File: config.mk
export PLATFORM = sky130hd
export DESIGN_NAME = life_generation_step_flat
export DESIGN_NICKNAME = d
export VERILOG_FILES = /design/src/rtl/lgs_pkg.sv /design/src/rtl/lgs_cell_if.sv /design/src/rtl/lgs_result_if.sv /design/src/rtl/lgs_cfg_if.sv /design/src/rtl/lgs_ram.sv /design/src/rtl/lgs_window.sv /design/src/rtl/lgs_rule.sv /design/src/rtl/life_generation_step.sv /design/src/flat_wrapper.sv
export SDC_FILE = /design/constraint.sdc
export NUM_CORES = 1
export LEC_CHECK = 0
export BUFFER_PORTS_ARGS = -buffer_cell sky130_fd_sc_hd__clkbuf_2
export CAP_MARGIN = 20
export CORE_ASPECT_RATIO = 1.25
export CORE_MARGIN = 2
export CORE_UTILIZATION = 48
export DETAILED_ROUTE_END_ITERATION = 8
export PLACE_DENSITY_LB_ADDON = 0.05
export SLEW_MARGIN = 20
export SYNTH_ARGS = -nofsm -noshare
export SYNTH_HDL_FRONTEND = slang
export SYNTH_SLANG_ARGS = --single-unit
File: constraint.sdc
create_clock -name clk -period 9.37 [get_ports clk]
set_clock_uncertainty 0.05 [all_clocks]
set_input_delay 1.874 -clock clk [delete_from_list [all_inputs] [get_ports clk]]
set_output_delay 1.874 -clock clk [all_outputs]
set_load 0.02 [all_outputs]
File: src/rtl/lgs_pkg.sv
package lgs_pkg;

    // Fixed field widths
    localparam int CFG_W = 7;
    localparam int POS_W = 6;
    localparam int WIN_W = 9;

    // Board side after reset
    localparam int RESET_SIDE = 30;
    localparam int MIN_SIDE   = 3;

    // Rule constants: birth on three, survival on two or three
    localparam logic [3:0] BIRTH_COUNT   = 4'd3;
    localparam logic [3:0] SURVIVE_COUNT = 4'd2;
    localparam int         CENTRE_BIT    = 4;

    // One cell in flight between the window stage and the rule stage
    typedef struct packed {
        logic             valid;
        logic [WIN_W-1:0] window;
        logic [POS_W-1:0] row;
        logic [POS_W-1:0] col;
        logic             last;
    } lgs_stage_t;

endpackage

File: src/rtl/lgs_cell_if.sv
interface lgs_cell_if;
    logic valid;
    logic ready;
    logic cell_alive;

    modport source (output valid, output cell_alive, input ready);
    modport sink (input valid, input cell_alive, output ready);
endinterface

File: src/rtl/lgs_result_if.sv
interface lgs_result_if;
    logic                      valid;
    logic                      ready;
    logic                      next_alive;
    logic [lgs_pkg::POS_W-1:0] out_row;
    logic [lgs_pkg::POS_W-1:0] out_col;
    logic                      last_of_board;

    modport source (output valid, output next_alive, output out_row, output out_col,
                    output last_of_board, input ready);
    modport sink (input valid, input next_alive, input out_row, input out_col,
                  input last_of_board, output ready);
endinterface

File: src/rtl/lgs_cfg_if.sv
interface lgs_cfg_if;
    logic                      valid;
    logic                      ready;
    logic [lgs_pkg::CFG_W-1:0] board_side;

    modport source (output valid, output board_side, input ready);
    modport sink (input valid, input board_side, output ready);
endinterface

File: src/rtl/lgs_ram.sv
module lgs_ram #(
    parameter int WIDTH = 2,
    parameter int DEPTH = 64
) (
    input  logic                     clk,
    input  logic                     wr_en,
    input  logic [$clog2(DEPTH)-1:0] wr_addr,
    input  logic [WIDTH-1:0]         wr_data,
    input  logic [$clog2(DEPTH)-1:0] rd_addr,
    output logic [WIDTH-1:0]         rd_data
);

    logic [WIDTH-1:0] mem [DEPTH];
    logic [WIDTH-1:0] rd_data_reg;

    // Write port
    always_ff @(posedge clk)
    begin
        if (wr_en)
        begin
            mem[wr_addr] <= wr_data;
        end
    end

    // Registered read port
    always_ff @(posedge clk)
    begin
        rd_data_reg <= mem[rd_addr];
    end

    assign rd_data = rd_data_reg;

endmodule

File: src/rtl/lgs_window.sv
module lgs_window #(
    parameter int MAX_SIDE = 64
) (
    input  logic                       clk,
    input  logic                       rst_n,
    input  logic                       cfg_we,
    input  logic [lgs_pkg::CFG_W-1:0]  cfg_side,
    input  logic                       in_valid,
    input  logic                       in_cell,
    output logic                       in_ready,
    output lgs_pkg::lgs_stage_t        stage,
    input  logic                       take
);

    localparam int CW = $clog2(MAX_SIDE);
    localparam int XW = (CW > lgs_pkg::POS_W) ? CW : lgs_pkg::POS_W;
    localparam logic [CW-1:0] RESET_LAST =
        CW'(((lgs_pkg::RESET_SIDE > MAX_SIDE) ? MAX_SIDE : lgs_pkg::RESET_SIDE) - 1);

    logic [CW-1:0]                row_reg, row_next;
    logic [CW-1:0]                col_reg, col_next;
    logic [CW-1:0]                last_reg, last_next;
    logic [lgs_pkg::WIN_W-1:0]    window_reg;
    logic                         stage_valid_reg, stage_valid_next;
    logic [lgs_pkg::POS_W-1:0]    row_out_reg, col_out_reg;
    logic                         last_out_reg;
    logic                         accept;
    logic                         on_border;
    logic                         cell_live;
    logic [1:0]                   line_rd;
    logic [1:0]                   line_wr;
    logic [2:0]                   column;
    logic [XW-1:0]                row_ext, col_ext;

    assign in_ready = !stage_valid_reg || take;
    assign accept   = in_valid && in_ready;

    // Clamp the written side into the supported range, keep side minus one
    always_comb
    begin
        if (int'(cfg_side) < lgs_pkg::MIN_SIDE)
        begin
            last_next = CW'(lgs_pkg::MIN_SIDE - 1);
        end
        else if (int'(cfg_side) > MAX_SIDE)
        begin
            last_next = CW'(MAX_SIDE - 1);
        end
        else
        begin
            last_next = CW'(cfg_side - 7'd1);
        end
    end

    // Advance the raster position, restart it on a config write
    always_comb
    begin
        row_next = row_reg;
        col_next = col_reg;
        if (cfg_we)
        begin
            row_next = '0;
            col_next = '0;
        end
        else if (accept)
        begin
            if (col_reg == last_reg)
            begin
                col_next = '0;
                row_next = (row_reg == last_reg) ? '0 : row_reg + 1'b1;
            end
            else
            begin
                col_next = col_reg + 1'b1;
            end
        end
    end

    // Force the border ring dead
    assign on_border = (row_reg == '0) || (col_reg == '0) ||
                       (row_reg == last_reg) || (col_reg == last_reg);
    assign cell_live = in_cell && !on_border;

    // Line stores: bit 0 is two rows up, bit 1 is one row up
    assign line_wr = {cell_live, line_rd[1]};
    assign column  = {cell_live, line_rd[1], line_rd[0]};

    // Read ahead at the next position so the data is ready for the next beat
    lgs_ram #(
        .WIDTH (2),
        .DEPTH (MAX_SIDE)
    ) u_line_ram (
        .clk     (clk),
        .wr_en   (accept),
        .wr_addr (col_reg),
        .wr_data (line_wr),
        .rd_addr (col_next),
        .rd_data (line_rd)
    );

    assign row_ext = XW'(row_reg) - XW'(1);
    assign col_ext = XW'(col_reg) - XW'(1);

    // Hold a stage entry until the rule stage takes it
    always_comb
    begin
        stage_valid_next = stage_valid_reg;
        if (accept)
        begin
            stage_valid_next = (row_reg >= CW'(2)) && (col_reg >= CW'(2));
        end
        else if (take)
        begin
            stage_valid_next = 1'b0;
        end
    end

    // Control state
    always_ff @(posedge clk or negedge rst_n)
    begin
        if (!rst_n)
        begin
            row_reg         <= '0;
            col_reg         <= '0;
            last_reg        <= RESET_LAST;
            stage_valid_reg <= 1'b0;
            window_reg      <= '0;
        end
        else
        begin
            row_reg         <= row_next;
            col_reg         <= col_next;
            stage_valid_reg <= stage_valid_next;
            if (cfg_we)
            begin
                last_reg <= last_next;
            end
            if (accept)
            begin
                window_reg <= {column, window_reg[lgs_pkg::WIN_W-1:3]};
            end
        end
    end

    // Position of the cell being reported
    always_ff @(posedge clk)
    begin
        if (accept)
        begin
            row_out_reg  <= row_ext[lgs_pkg::POS_W-1:0];
            col_out_reg  <= col_ext[lgs_pkg::POS_W-1:0];
            last_out_reg <= (row_reg == last_reg) && (col_reg == last_reg);
        end
    end

    assign stage.valid  = stage_valid_reg;
    assign stage.window = window_reg;
    assign stage.row    = row_out_reg;
    assign stage.col    = col_out_reg;
    assign stage.last   = last_out_reg;

endmodule

File: src/rtl/lgs_rule.sv
module lgs_rule (
    input  logic                clk,
    input  logic                rst_n,
    input  lgs_pkg::lgs_stage_t stage,
    output logic                take,
    lgs_result_if.source        result
);

    logic                      out_valid_reg;
    logic                      alive_reg;
    logic [lgs_pkg::POS_W-1:0] row_reg;
    logic [lgs_pkg::POS_W-1:0] col_reg;
    logic                      last_reg;
    logic [3:0]                neigh;
    logic                      centre;
    logic                      alive_next;

    // Count the eight neighbors around the centre
    always_comb
    begin
        neigh = '0;
        for (int i = 0; i < lgs_pkg::WIN_W; i++)
        begin
            if (i != lgs_pkg::CENTRE_BIT)
            begin
                neigh = neigh + {3'd0, stage.window[i]};
            end
        end
    end

    assign centre     = stage.window[lgs_pkg::CENTRE_BIT];
    assign alive_next = (neigh == lgs_pkg::BIRTH_COUNT) ||
                        ((neigh == lgs_pkg::SURVIVE_COUNT) && centre);

    assign take = stage.valid && (!out_valid_reg || result.ready);

    // Result beat valid
    always_ff @(posedge clk or negedge rst_n)
    begin
        if (!rst_n)
        begin
            out_valid_reg <= 1'b0;
        end
        else if (take)
        begin
            out_valid_reg <= 1'b1;
        end
        else if (result.ready)
        begin
            out_valid_reg <= 1'b0;
        end
    end

    // Result payload
    always_ff @(posedge clk)
    begin
        if (take)
        begin
            alive_reg <= alive_next;
            row_reg   <= stage.row;
            col_reg   <= stage.col;
            last_reg  <= stage.last;
        end
    end

    assign result.valid         = out_valid_reg;
    assign result.next_alive    = alive_reg;
    assign result.out_row       = row_reg;
    assign result.out_col       = col_reg;
    assign result.last_of_board = last_reg;

endmodule

File: src/rtl/life_generation_step.sv
// Path: the input beat of the cell below and right of a reported cell passes the
//   window register, then the result register, before its result beat appears.
// Throughput: one cell per cycle when the result side is not stalled, set by the
//   line-store RAM's one write and one read per cycle; the rule is a nine-bit count between two registers.
// Reset: rst_n clears position counters, window and valid flags, board side 30.
//   Line-store contents are not cleared; they are overwritten before use.
module life_generation_step #(
    parameter int MAX_SIDE = 64
) (
    input  logic          clk,
    input  logic          rst_n,
    lgs_cfg_if.sink       cfg,
    lgs_cell_if.sink      cell_in,
    lgs_result_if.source  result
);

    lgs_pkg::lgs_stage_t stage;
    logic                take;
    logic                cfg_we;

    // Config writes land at once
    assign cfg.ready = 1'b1;
    assign cfg_we    = cfg.valid;

    lgs_window #(
        .MAX_SIDE (MAX_SIDE)
    ) u_window (
        .clk      (clk),
        .rst_n    (rst_n),
        .cfg_we   (cfg_we),
        .cfg_side (cfg.board_side),
        .in_valid (cell_in.valid),
        .in_cell  (cell_in.cell_alive),
        .in_ready (cell_in.ready),
        .stage    (stage),
        .take     (take)
    );

    lgs_rule u_rule (
        .clk    (clk),
        .rst_n  (rst_n),
        .stage  (stage),
        .take   (take),
        .result (result)
    );

endmodule

File: src/flat_wrapper.sv
// flat-port wrapper written by rule: the top's interface ports become plain ports
module life_generation_step_flat 
#(
    parameter int MAX_SIDE = 64
)
  (clk, rst_n, cfg_valid, cfg_board_side, cfg_ready, cell_in_valid, cell_in_cell_alive, cell_in_ready, result_valid, result_next_alive, result_out_row, result_out_col, result_last_of_board, result_ready);
  lgs_cfg_if cfg_i ();
  lgs_cell_if cell_in_i ();
  lgs_result_if result_i ();
  input  logic clk;
  input  logic rst_n;
  input wire logic [$bits(cfg_i.valid)-1:0] cfg_valid;
  input wire logic [$bits(cfg_i.board_side)-1:0] cfg_board_side;
  output wire logic [$bits(cfg_i.ready)-1:0] cfg_ready;
  input wire logic [$bits(cell_in_i.valid)-1:0] cell_in_valid;
  input wire logic [$bits(cell_in_i.cell_alive)-1:0] cell_in_cell_alive;
  output wire logic [$bits(cell_in_i.ready)-1:0] cell_in_ready;
  output wire logic [$bits(result_i.valid)-1:0] result_valid;
  output wire logic [$bits(result_i.next_alive)-1:0] result_next_alive;
  output wire logic [$bits(result_i.out_row)-1:0] result_out_row;
  output wire logic [$bits(result_i.out_col)-1:0] result_out_col;
  output wire logic [$bits(result_i.last_of_board)-1:0] result_last_of_board;
  input wire logic [$bits(result_i.ready)-1:0] result_ready;
  assign cfg_i.valid = cfg_valid;
  assign cfg_i.board_side = cfg_board_side;
  assign cfg_ready = cfg_i.ready;
  assign cell_in_i.valid = cell_in_valid;
  assign cell_in_i.cell_alive = cell_in_cell_alive;
  assign cell_in_ready = cell_in_i.ready;
  assign result_valid = result_i.valid;
  assign result_next_alive = result_i.next_alive;
  assign result_out_row = result_i.out_row;
  assign result_out_col = result_i.out_col;
  assign result_last_of_board = result_i.last_of_board;
  assign result_i.ready = result_ready;
  life_generation_step #(.MAX_SIDE(MAX_SIDE)) u_core (.clk(clk), .rst_n(rst_n), .cfg(cfg_i), .cell_in(cell_in_i), .result(result_i));
endmodule
# After elaboration in Yosys (flattened, before gate mapping)
# Memory sizes are Yosys's and may differ from the RTL's. A register that Yosys moved wholly into a read port is not among the register bits.
# Index checks and enable logic that the tools add are counted.
# totals
wordCells	71
register_bits	56
ram_bits	128
in_bits	13
mem_count	1
# mem_list
memory	depth	word_bits	read_ports	rd_clocked_by_memory_dff	wr	line_no	rtl
u_core.u_window.u_line_ram.mem	64	2	1	1	1	lgs_ram.sv:13	logic [WIDTH-1:0] mem [DEPTH];
# classes
eq_ne	4
n_reduce_logical	22
n_lt_le_gt_ge	4
muxes	15
add_sub_neg	12
# ops
cell	n
$mux 6	9
$sub 6x1->6 const B	3
$add 4x1->4	4
$add 6x1->6 const B	2
$eq 6x6->1	2
$ge 6x2->1 const B	2
$logic_not 6->1	2
$eq 4x2->1 const B	2
$reduce_bool 2->1	4
$gt 7x7->1 const B	1
$lt 7x2->1 const B	1
$logic_and 1x1->1	6
$logic_or 1x1->1	6
$mux 1	6
$add 3x1->4	1
$add 2x1->3	1
$logic_not 1->1	3
$add 1x1->2	1
$reduce_and 2->1	1

# Longest topological paths before layout
# Gate-level depths: netlist of run 1.
# logic_depth
depth_word	10
ltp_mapped	13

# By module
# From an unflattened synthesis of run 1, not the netlist that was laid out.
# hier_totals
cells_unflattened	583
area_unflattened_um2	8276.7
# modules_own_cells
module	area_per_inst_um2	seq_area_each_um2	cells_per_inst	n_inst
lgs_ram	5397.7	3883.7	324	1
lgs_window	2239.6	1096.1	224	1
lgs_rule	628.1	445.4	33	1
life_generation_step	11.3	0.0	2	1

# Least setup slack after synthesis of run 1
# Ideal clock, no wire load.
# synth_path
path_type	input-to-reg
start	input cell_in_cell_alive
end	memory u_core.u_window.u_line_ram.mem[0][1] (data pin)
path_slack_ns	0.343
t_arrival_ns	7.676
path_stages	2
t_required_ns	8.019
n_path_buf	0
cell_sequence	o21ai_0 -> a2111oi_0
# synth_via
elab_chain_cells	1
# synth_lines
item	line_no	rtl
start: declaration	flat_wrapper.sv:16	input wire logic [$bits(cell_in_i.cell_alive)-1:0] cell_in_cell_alive;
$logic_and 1x1->1	lgs_window.sv:82	assign cell_live = in_cell && !on_border;
named net u_core.u_window.cell_live	lgs_window.sv:29	logic cell_live;
end: declaration	lgs_ram.sv:13	
# The timed path passes the listed nets, and every way through them passes these cells.

# Worst setup path after layout of run 1
# layout_path
start	input result_ready
end	output cell_in_ready
# layout_via
elab_chain_cells	3
# layout_lines
item	line_no	rtl
start: declaration	flat_wrapper.sv:23	input wire logic [$bits(result_i.ready)-1:0] result_ready;
$logic_or 1x1->1	lgs_rule.sv:35	assign take = stage.valid && (!out_valid_reg || result.ready);
$logic_and 1x1->1	lgs_rule.sv:35	
$logic_or 1x1->1	lgs_window.sv:35	assign in_ready = !stage_valid_reg || take;
end: declaration	flat_wrapper.sv:17	output wire logic [$bits(cell_in_i.ready)-1:0] cell_in_ready;
# Every way passes these cells.

==> impl_metrics.json, run 1 <==
{
  "status": "complete, no violations",
  "rsz0062_at_grt": "no",
  "synth_common_cells": "155 x edfxtp_1, 88 x nor2_1, 45 x nand2_1, 44 x mux2i_1",
  "post-route-period-util_pct": 49.4,
  "yosysWarnings": 0,
  "clk_path_buf_depth": 2,
  "powerDensity_nw_per_um2": 189,
  "endpoint_kind": "output pin",
  "num_vias": 5433,
  "cp-endpoint": "cell_in_ready",
  "die_area_um2": 19200,
  "reg2reg_depth": 10,
  "synth-async-reset-ratio_pct": 15.6,
  "start_util_pct": 48.5,
  "num_io_pins": 30,
  "synth_top_cell_area_share_pct": 53.6,
  "crit_chain": "clkbuf_2 > and3b_4 > inv_2 > clkbuf_2",
  "hold_buffers": 0,
  "ys_seq_area_share_pct": 62.5,
  "final_antenna_net_count": 0,
  "syn_nets": 705,
  "fill_cells": 1576,
  "dp_cells": 896,
  "drive_gt1_share_pct": 13.9,
  "min_path_type": "flip-flop to flip-flop",
  "tightest_slew_ns": 0.981,
  "syn_inst": 675,
  "p_total_mw": 1.79,
  "fmax_mhz": 216,
  "portBuffers": 28,
  "synth.most_common_cell": "edfxtp_1",
  "grt.overflow.total": 0,
  "drt_iter0_drc": 430,
  "relSlewSlack_pct": 34.3,
  "cp_max_fo": 14,
  "cp.required_ns": 7.45,
  "cts-root-buf": "clkbuf_16",
  "path_class": "input pin to output pin",
  "peakVddDrop_mv": 0.127,
  "via_per_inst": 5.85,
  "routedWlPerCell_um": 21.8,
  "row_count": 55,
  "die_h_um": 154,
  "multi_input_area_um2": 2930,
  "timing.rr.end": "u_core.u_window.u_line_ram.rd_data[1]",
  "die_w_um": 124,
  "setup_tns_ns": 0,
  "dpl.hpwl_um": 13400,
  "synth.area.top_cells": "edfxtp_1 54%, dfrtp_1 7.2%, mux2i_1 5.1%, nor2_1 3.8%, a211oi_1 2.1%",
  "cts_buffers": 17,
  "cts_resized": 0,
  "fin_nets": 717,
  "fin_crit_ns": 4.63,
  "syn_area_um2": 8690,
  "grt_pass1_vias": 5476,
  "synth_edf_count": 155,
  "synth_cell_type_count": 76,
  "globalRouteTotalUtil_pct": 21.9,
  "cts_tree": "yes",
  "met2_usage_pct": 38.0,
  "r2r_setup_slack_ns": 5.18,
  "grtUsageMet3_pct": 4.15,
  "clkSinkCount": 186,
  "regArea_um2": 5430,
  "htreeDepth": 4,
  "layout.cells.non_filler": 928,
  "critPathSlowestCell": "and3b_4",
  "area_growth_pct": 8.99,
  "drv_cap": 0,
  "clkTransAtPathRegs_ns": 0.07,
  "critPathLaunch": "result_ready",
  "drtPass1Iterations": 5,
  "drcViolationCount": 0,
  "finalSetupViolations": 0,
  "coreArea_um2": 17900,
  "clock_latency_ns": 0.43,
  "max_stage_delay_ns": 0.42,
  "critPathArrivalTime_ns": 2.70,
  "synth-seq-cells": 186,
  "hold_viol": 0,
  "grt_first_pass_wirelength_um": 31700,
  "n_antenna_cell": 0,
  "postSynthAreaPerCell_um2": 12.9,
  "ys.flop_type": "edfxtp_1",
  "timing.rr.start": "u_core.u_window.col_reg[0]",
  "maxSlewViolCount": 0,
  "globalRouteMet1Util_pct": 27.1,
  "routed_wl_um": 20200,
  "cpMostUsedCell": "clkbuf_2",
  "utilization_pct": 52.9,
  "cts_setup_buffers": 0,
  "p_leak_nw": 3.32,
  "grt_max_degree": 66,
  "worstSetupStartpointType": "input pin",
  "synth_top_area_cell": "edfxtp_1",
  "largest_reg_flops": 128,
  "busiest_layer": "met2",
  "gp_congestion": 0.826,
  "antenna_found_initial": 0
}
final cells by class:
class | instances | area share, %
flip-flops and latches | 186 | 57.3
clock buffers | 17 | 4.49
multi-input cells | 421 | 31.0
well taps | 228 | 3.01
inverters | 30 | 1.19
repair buffers | 31 | 1.72
clock inverters | 15 | 1.28
cells by family (layout without fill, tap and decap cells):
kind of cell | Yosys count | in the layout | share of synthesized area (%)
AO/OA/AOI/OAI | 120 | 120 | 10.4
XOR/XNOR | 27 | 27 | 2.72
adder cells (fa/ha/maj) | 17 | 17 | 2.79
buffers and inverters | 68 | 93 | 4.00
flip-flops | 186 | 186 | 62.5
multiplexers | 55 | 55 | 6.50
other | 1 | 1 | 0.0432
AND/OR/NAND/NOR | 201 | 201 | 11.0
stage by stage:
stage | setup WS (ns) | hold slack (ns) | instance area, um^2
global route | 4.66 | 0.380 | 9470
finish | 4.74 | 0.371 | 9470
detailed placement | 4.38 | 0.356 | 8920
CTS | 4.76 | 0.373 | 9460
global placement | 4.48 | 0.350 | 8920
floorplan | 0.343 | 0.350 | 8690
layout by cell type (no fill, tap or decap), types with 14 or more instances in the layout:
cell	instances
edfxtp_1	155
nor2_1	88
nand2_1	45
mux2i_1	44
clkbuf_2	28
inv_1	25
dfrtp_1	25
o21ai_0	24
a211oi_1	24
clkbuf_16	17
xnor2_1	14
a21oi_1	14
worst min-delay path by stage:
stage                                         from                                  to  slack (ns)  cells after the start
floorplan             u_core.u_window.last_out_reg  u_core.u_rule.result.last_of_board        0.35                      0
global placement      u_core.u_window.last_out_reg  u_core.u_rule.result.last_of_board        0.35                      0
detailed placement  u_core.u_window.col_out_reg[4]     u_core.u_rule.result.out_col[4]        0.36                      0
CTS                 u_core.u_window.col_out_reg[4]     u_core.u_rule.result.out_col[4]        0.37                      0
global route        u_core.u_window.col_out_reg[1]     u_core.u_rule.result.out_col[1]        0.38                      0
finish              u_core.u_window.col_out_reg[4]     u_core.u_rule.result.out_col[4]        0.37                      0
report_power, final:
group	leakage [nW]	total, mW	switching, mW	internal [mW]
Combinational	1.24	0.156	0.0973	0.0591
Clock	0.273	0.680	0.314	0.366
Sequential	1.80	0.953	0.0272	0.926
critical path: cells and delay by family:
family | cells | cell delay (ns)
buf+inv | 3 | 0.40
simple gates | 1 | 0.42
metal layers:
| metal | wire length (um) | vias to the layer above |
|---|---|---|
| met3 | 901 | 34 |
| met1 | 8390 | 2729 |
| met4 | 567 | 0 |
| met5 | 0 | - |
| li1 | - | 2514 |
| met2 | 10400 | 156 |
No activity file was read; power rests on OpenSTA's default activity.
==> inputs of run 2 (changes only) <==
Clock period 9.37 ns to 4.7 ns, I/O delays scaled along.
==> impl_metrics.json, run 2 (synthesis results as in run 1) <==
{
  "fin_crit_ns": 3.49,
  "layout_common_cells": "155 x edfxtp_1, 88 x nor2_1, 45 x nand2_1, 44 x mux2i_1, 28 x clkbuf_2",
  "cts_resized": 0,
  "powerDensity_nw_per_um2": 379,
  "hold_depth": 0,
  "coreArea_um2": 17900,
  "via_per_inst": 5.84,
  "area_growth_pct": 9.98,
  "routed_wl_um": 21100,
  "layout.cells.non_filler": 933,
  "num_vias": 5447,
  "multi_input_area_um2": 2940,
  "relSlewSlack_pct": 37.9,
  "dp_cells": 901,
  "drv_cap": 0,
  "clk_path_buf_depth": 2,
  "endpoint_kind": "flip-flop",
  "globalRouteMet1Util_pct": 28.6,
  "fin_nets": 722,
  "grt_max_degree": 66,
  "r2r_setup_slack_ns": 1.21,
  "drt_iter0_drc": 518,
  "cts-root-buf": "clkbuf_16",
  "drtPass1Iterations": 5,
  "min_path_type": "flip-flop to flip-flop",
  "num_io_pins": 30,
  "post_dp_cell_area_um2": 8970,
  "finalSetupViolations": 0,
  "path_class": "flip-flop to flip-flop",
  "final_common_cell": "edfxtp_1",
  "row_count": 55,
  "dpl.hpwl_um": 14000,
  "htreeDepth": 4,
  "peakVddDrop_mv": 0.243,
  "hold_viol": 0,
  "start_util_pct": 48.5,
  "timing.rr.end": "u_core.u_window.u_line_ram.rd_data[1]",
  "critPathArrivalTime_ns": 3.76,
  "clock_latency_ns": 0.43,
  "grtUsageMet3_pct": 4.08,
  "fin_area_um2": 9550,
  "globalRouteTotalUtil_pct": 22.7,
  "grt.overflow.total": 0,
  "antenna_found_initial": 0,
  "n_antenna_cell": 0,
  "cts_setup_buffers": 0,
  "tightest_slew_ns": 0.926,
  "post-route-period-util_pct": 74.2,
  "drcViolationCount": 0,
  "setup_tns_ns": 0,
  "p_leak_nw": 3.36,
  "clkSinkCount": 186,
  "fill_cells": 1580,
  "timing.rr.start": "u_core.u_window.col_reg[1]",
  "portBuffers": 28,
  "met2_usage_pct": 38.6,
  "die_area_um2": 19200,
  "drive_gt1_share_pct": 14.5,
  "cts_tree": "yes",
  "worst_hold_slack_ns": 0.370,
  "hold_start": "u_core.u_window.last_out_reg",
  "maxSlewViolCount": 0,
  "grt_pass1_vias": 5516,
  "final_antenna_net_count": 0,
  "critPathLaunch": "u_core.u_window.col_reg[1]",
  "fmax_mhz": 287,
  "gp_congestion": 0.860,
  "reg2reg_depth": 10,
  "cp.required_ns": 4.97,
  "cts_buffers": 17,
  "regArea_um2": 5430,
  "cp_max_fo": 34,
  "hold_buffers": 0,
  "routedWlPerCell_um": 22.6,
  "die_w_um": 124,
  "cp-endpoint": "u_core.u_window.u_line_ram.rd_data[1]",
  "busiest_layer": "met2",
  "die_h_um": 154,
  "worstSetupStartpointType": "flip-flop",
  "status": "complete, no violations",
  "rsz0062_at_grt": "no",
  "clkTransAtPathRegs_ns": 0.07,
  "largest_reg_flops": 128,
  "grt_first_pass_wirelength_um": 32600
}
run 2: layout make-up:
type	instances	share of cell area, %
Sequential cell	186	56.8
Multi-Input combinational cell	421	30.8
Clock buffer	25	5.53
Tap cell	228	2.99
Timing Repair Buffer	36	2.10
Inverter	30	1.18
Clock inverter	7	0.576
run 2: routing by layer:
layer,wire [um],up-vias
met5,0,-
met4,770,0
met3,673,44
met2,10700,130
met1,8970,2751
li1,-,2522
run 2: through the flow:
stage,power [mW],setup WS (ns),utilization [%]
finish,3.62,1.21,53.4
detailed placement,2.26,0.845,50.1
CTS,3.65,1.26,53.4
global placement,2.25,0.916,50.1
floorplan,2.15,0.339,-
global route,3.75,0.954,53.4
run 2: critical path, stage by stage, from the launching register on:
cell      delay, ns
dfrtp_1        0.66
inv_1          0.20
ha_1           0.42
nand2_1        0.13
o211ai_4       0.39
o211ai_4       0.40
a211oi_1       0.32
a211oi_1       0.09
a211oi_1       0.29
o21ai_0        0.12
a211o_1        0.29
run 2: worst min-delay path by stage:
stage,to,slack (ns)
global placement,u_core.u_rule.result.last_of_board,0.35
global route,u_core.u_rule.result.out_col[2],0.37
detailed placement,u_core.u_rule.result.last_of_board,0.35
finish,u_core.u_rule.result.last_of_board,0.37
floorplan,u_core.u_rule.result.last_of_board,0.35
CTS,u_core.u_rule.result.last_of_board,0.37
run 2: report_power, final:
| group | total [mW] | internal [mW] | switching (mW) |
|---|---|---|---|
| sequential | 1.90 | 1.85 | 0.0521 |
| combinational | 0.321 | 0.120 | 0.200 |
| clock | 1.40 | 0.788 | 0.614 |
